**config.mk**
```make
export PLATFORM = sky130hd
export DESIGN_NAME = jhsd_ram
export DESIGN_NICKNAME = d
export VERILOG_FILES = /design/src/rtl/jhsd_ram.sv
export SDC_FILE = /design/constraint.sdc
export NUM_CORES = 1
export LEC_CHECK = 0
export BUFFER_PORTS_ARGS = -buffer_cell sky130_fd_sc_hd__buf_2
export CAP_MARGIN = 15
export CORE_MARGIN = 4
export CORE_UTILIZATION = 45
export DETAILED_ROUTE_END_ITERATION = 7
export MAX_ROUTING_LAYER = met4
export SLEW_MARGIN = 20
export SYNTH_ARGS = -nofsm -noshare
export SYNTH_HDL_FRONTEND = slang
export SYNTH_SLANG_ARGS = --single-unit
```
**constraint.sdc**
```tcl
create_clock -name clk_i -period 1.9 [get_ports clk_i]
set_input_delay 0.285 -clock clk_i [delete_from_list [all_inputs] [get_ports clk_i]]
set_output_delay 0.285 -clock clk_i [all_outputs]
set_load 0.1 [all_outputs]
```
**src/rtl/jhsd_ram.sv**
```systemverilog
// Generic simple dual-port RAM: one write port, one read port, registered read.
// No dependencies.
module jhsd_ram #(
  parameter int unsigned Width = 8,
  parameter int unsigned Depth = 64
) (
  input  logic                     clk_i,
  input  logic                     we_i,
  input  logic [$clog2(Depth)-1:0] waddr_i,
  input  logic [Width-1:0]         wdata_i,
  input  logic [$clog2(Depth)-1:0] raddr_i,
  output logic [Width-1:0]         rdata_o
);
  logic [Width-1:0] mem_q [Depth];
  logic [Width-1:0] rdata_q;

  always_ff @(posedge clk_i) begin
    if (we_i) begin
      mem_q[waddr_i] <= wdata_i;
    end
    rdata_q <= mem_q[raddr_i];
  end

  assign rdata_o = rdata_q;
endmodule
```
==> impl_metrics.csv <==
group,metric,value,unit
outcome,outcome,"finished clean",
setup_path,cp_num_buf_inv,0,
setup_path,crit_path_start_kind,"flip-flop",
timing,period_needed,1.86,ns
run,max-cap-violations,0,
setup_path,crit_type,"flip-flop to flip-flop",
drt,antenna_left,0,
grt,grt_pass1_vias,10200,
grt,grt_max_degree,65,
cells_and_area,fin_nets,1152,
drt,drc,0,
power_and_ir_drop,p_int,19.0,mW
power_and_ir_drop,p_seq_share,53.0,%
setup_path,slowest_delay,0.49,ns
synth,yosysWarnings,0,
power_and_ir_drop,clkPwrFrac,40.9,%
placed_design,post-dp-hpwl,29.6,mm
cells_and_area,area_growth,17.7,%
power_and_ir_drop,ir_drop,0.789,mV
grt,grt-ovfl-total,0,
cells_and_area,fill_cells,3420,
power_and_ir_drop,p_leak,7.71,nW
clocking,clock-root-buffer,"clkbuf_16",
synth,synth_top_area_share,76.2,%
die,dieArea,48300,sq um
timing,fmaxAchievable,0.537,GHz
power_and_ir_drop,p_sw,5.04,mW
drt,vias,10000,
synth,synth-compound-area-share,2.07,%
drt,vias_per_cell,5.68,
timing,finClkSkew,0.0143,ns
min_path,hold_path.class,"primary input to flip-flop",
timing,slew_viol_final,0,
setup_path,reg2reg_slack,0.04,ns
setup_path,worstSetupPathDepth,5,
setup_path,worstRegToRegCells,5,
synth,yosysMostFrequentCell,"edfxtp_1",
clocking,cts_max_path_buffers,3,
synth,synth.distinct_cells,40,
clocking,clk_pin_slew_worst_paths,0.07,ns
power_and_ir_drop,combPwrFrac,6.1,%
timing,worstMarginPinSlew,0.773,ns
clocking,numCtsBuffers,52,
die,start_util,45.6,%
setup_path,startpoint,"mem_q[29][4]",
synth,synth-simple-area-share,3.39,%
cells_and_area,register_area,15500,sq um
timing,fin_crit_sh,98.0,%
timing,tns,0,ns
drt,drtIter0Drc,861,
synth,synthCells,940,
setup_path,worstPathArrival,2.31,ns
synth,synth_seq_cells,520,
synth,synthTopCellsByArea,"edfxtp_1, mux4_2, nor2_1",
synth,ys_seq_area_share,77.0,%
die,die_h,220,um
timing,setup_viol,0,
synth,synthFlopType,"edfxtp_1",
placed_design,gp_congestion,0.865,
grt,grt_pass1_wl,68.4,mm
power_and_ir_drop,sw_frac_of_total,20.9,%
setup_path,crit_end,"rdata_o[4]",
cells_and_area,drive_above_1_share,34.4,%
power_and_ir_drop,power,24.1,mW
timing,finalHoldViolCount,0,
synth,yosys.area.top_type,"edfxtp_1",
die,coreArea,44200,sq um
synth,synth_top_cells_by_count,"edfxtp_1, mux4_2, nor2_1",
clocking,cts_tree,"yes",
setup_path,crit_chain,"mux4_2 > mux2_4 > o221a_4 > nor3_4 > o32ai_1",
clocking,htree_num_levels,2,
timing,whs,0.175,ns
timing,rsz0062_at_grt,"yes",
die,die_w,220,um
placed_design,port_buffers,29,
synth,synth_xor_area_share,0,%
setup_path,crit_fanout,1,
die,rows,77,
synth,netlist_area,20200,sq um
drt,wl_per_cell,26.1,um
setup_path,endpoint_kind,"flip-flop",
timing,maxSlewHeadroom,48.5,%
synth,synth_nets,962,
synth,synth_top_family_by_area,"multiplexers",
min_path,hp-start,"raddr_i[5]",
grt,grtUsageTotal,20.1,%
synth,avgSynthCellArea,21.5,sq um
setup_path,worstReg2RegEnd,"rdata_o[4]",
drt,routed_wl,46.1,mm
synth,async_reset_ff_share,0,%
die,ioPinCount,30,
power_and_ir_drop,powerDensity,1010,nW/um^2
setup_path,path_delay_family,"multiplexers",
grt,antenna_found_initial,2,
synth,synth.mux.area_fraction,15.9,%
setup_path,cpMaxStageDelayCell,"mux4_2",
synth,synth_fa_ha_area_share,0,%
drt,drt-pass1-iter-count,5,
setup_path,cp.required,2.35,ns
cells_and_area,multi_input_area,4380,sq um
clocking,clock_sinks,520,
clocking,clk_latency,0.58,ns
synth,synth_edf_count,512,
setup_path,r2r_start,"mem_q[29][4]",
==> stage by stage <==
stage / instances / instance area [sq um] / util, % / worst slack, ns
global placement: 1668 / 22000 / 49.8 / -0.588
CTS: 1761 / 23700 / 53.6 / 0.0127
finish: 1765 / 23700 / 53.7 / 0.0384
detailed placement: 1669 / 22000 / 49.8 / -0.588
floorplan: 940 / 20200 / - / 0.00708
global route: 1762 / 23700 / 53.7 / -0.00951
==> timing repair <==
action                                  CTS  global route
gates resized for setup                   7             8
buffers inserted                          0             0
pin swaps                                 1             2
hold buffers                              0             0
endpoints found under the setup margin    3             7
endpoints found under the hold margin     0             0
==> worst min-delay path by stage <==
stage,cells after the start,endpoint,slack [ns]
2_1_floorplan,0,mem_q[0][0],0.38
4_1_cts,3,rdata_o[2],0.13
6_report,3,rdata_o[2],0.17
3_5_place_dp,3,rdata_o[2],0.76
3_3_place_gp,3,rdata_o[2],0.74
5_1_grt,3,rdata_o[2],0.17
==> cell type report <==
cell class,instances,share of cell area (%)
Antenna cell,5,0.0527
Clock buffer,70,5.86
Clock inverter,22,0.944
Multi-Input combinational cell,369,18.5
Sequential cell,520,65.5
Tap cell,592,3.12
Timing Repair Buffer,187,6.10
==> kinds of logic after synthesis <==
logic type	count (synthesis)
muxes	162
and+or+nand+nor	153
buffers and inverters	51
AOI/OAI and AO/OA	54
DFF	520
==> power by group through the flow <==
stage / Combinational [mW] / Sequential, mW / Clock (mW)
3_3_place_gp: 1.45 / 13.0 / 0
3_5_place_dp: 1.47 / 13.0 / 0
2_1_floorplan: 0.678 / 13.1 / 0
5_1_grt: 1.57 / 12.7 / 10.5
4_1_cts: 1.49 / 12.7 / 10.1
6_report: 1.47 / 12.7 / 9.84
==> sequential cells by signal, indices dropped and copies added (netlist names) <==
register,flops
mem_q,512
rdata_o,8
==> worst reg2reg max path: stages, from the launching register on <==
cell	delay, ns
edfxtp_1	0.37
mux4_2	0.49
mux2_4	0.29
o221a_4	0.27
nor3_4	0.21
o32ai_1	0.11
==> metal layers <==
layer	routed length (um)	vias to the layer above	track usage, %
met5	0	-	-
met4	900	0	4.42
met3	3340	75	4.25
met2	22300	346	31.0
met1	19500	5283	28.3
li1	-	4315	-
==> cell usage in the layout (no fill, tap or decap), types with 7 or more instances in the layout <==
cell type / instances
o221ai_1: 8
mux2i_1: 23
clkbuf_16: 53
buf_4: 153
buf_2: 25
edfxtp_1: 512
nor2_1: 80
clkbuf_1: 17
o22ai_1: 8
buf_12: 8
nand3_1: 13
nand2_1: 19
mux2_2: 12
mux4_2: 126
nand2b_1: 7
clkinv_1: 11
nor2b_1: 14
dfxtp_1: 8
Power figures use the tool's default switching activity.
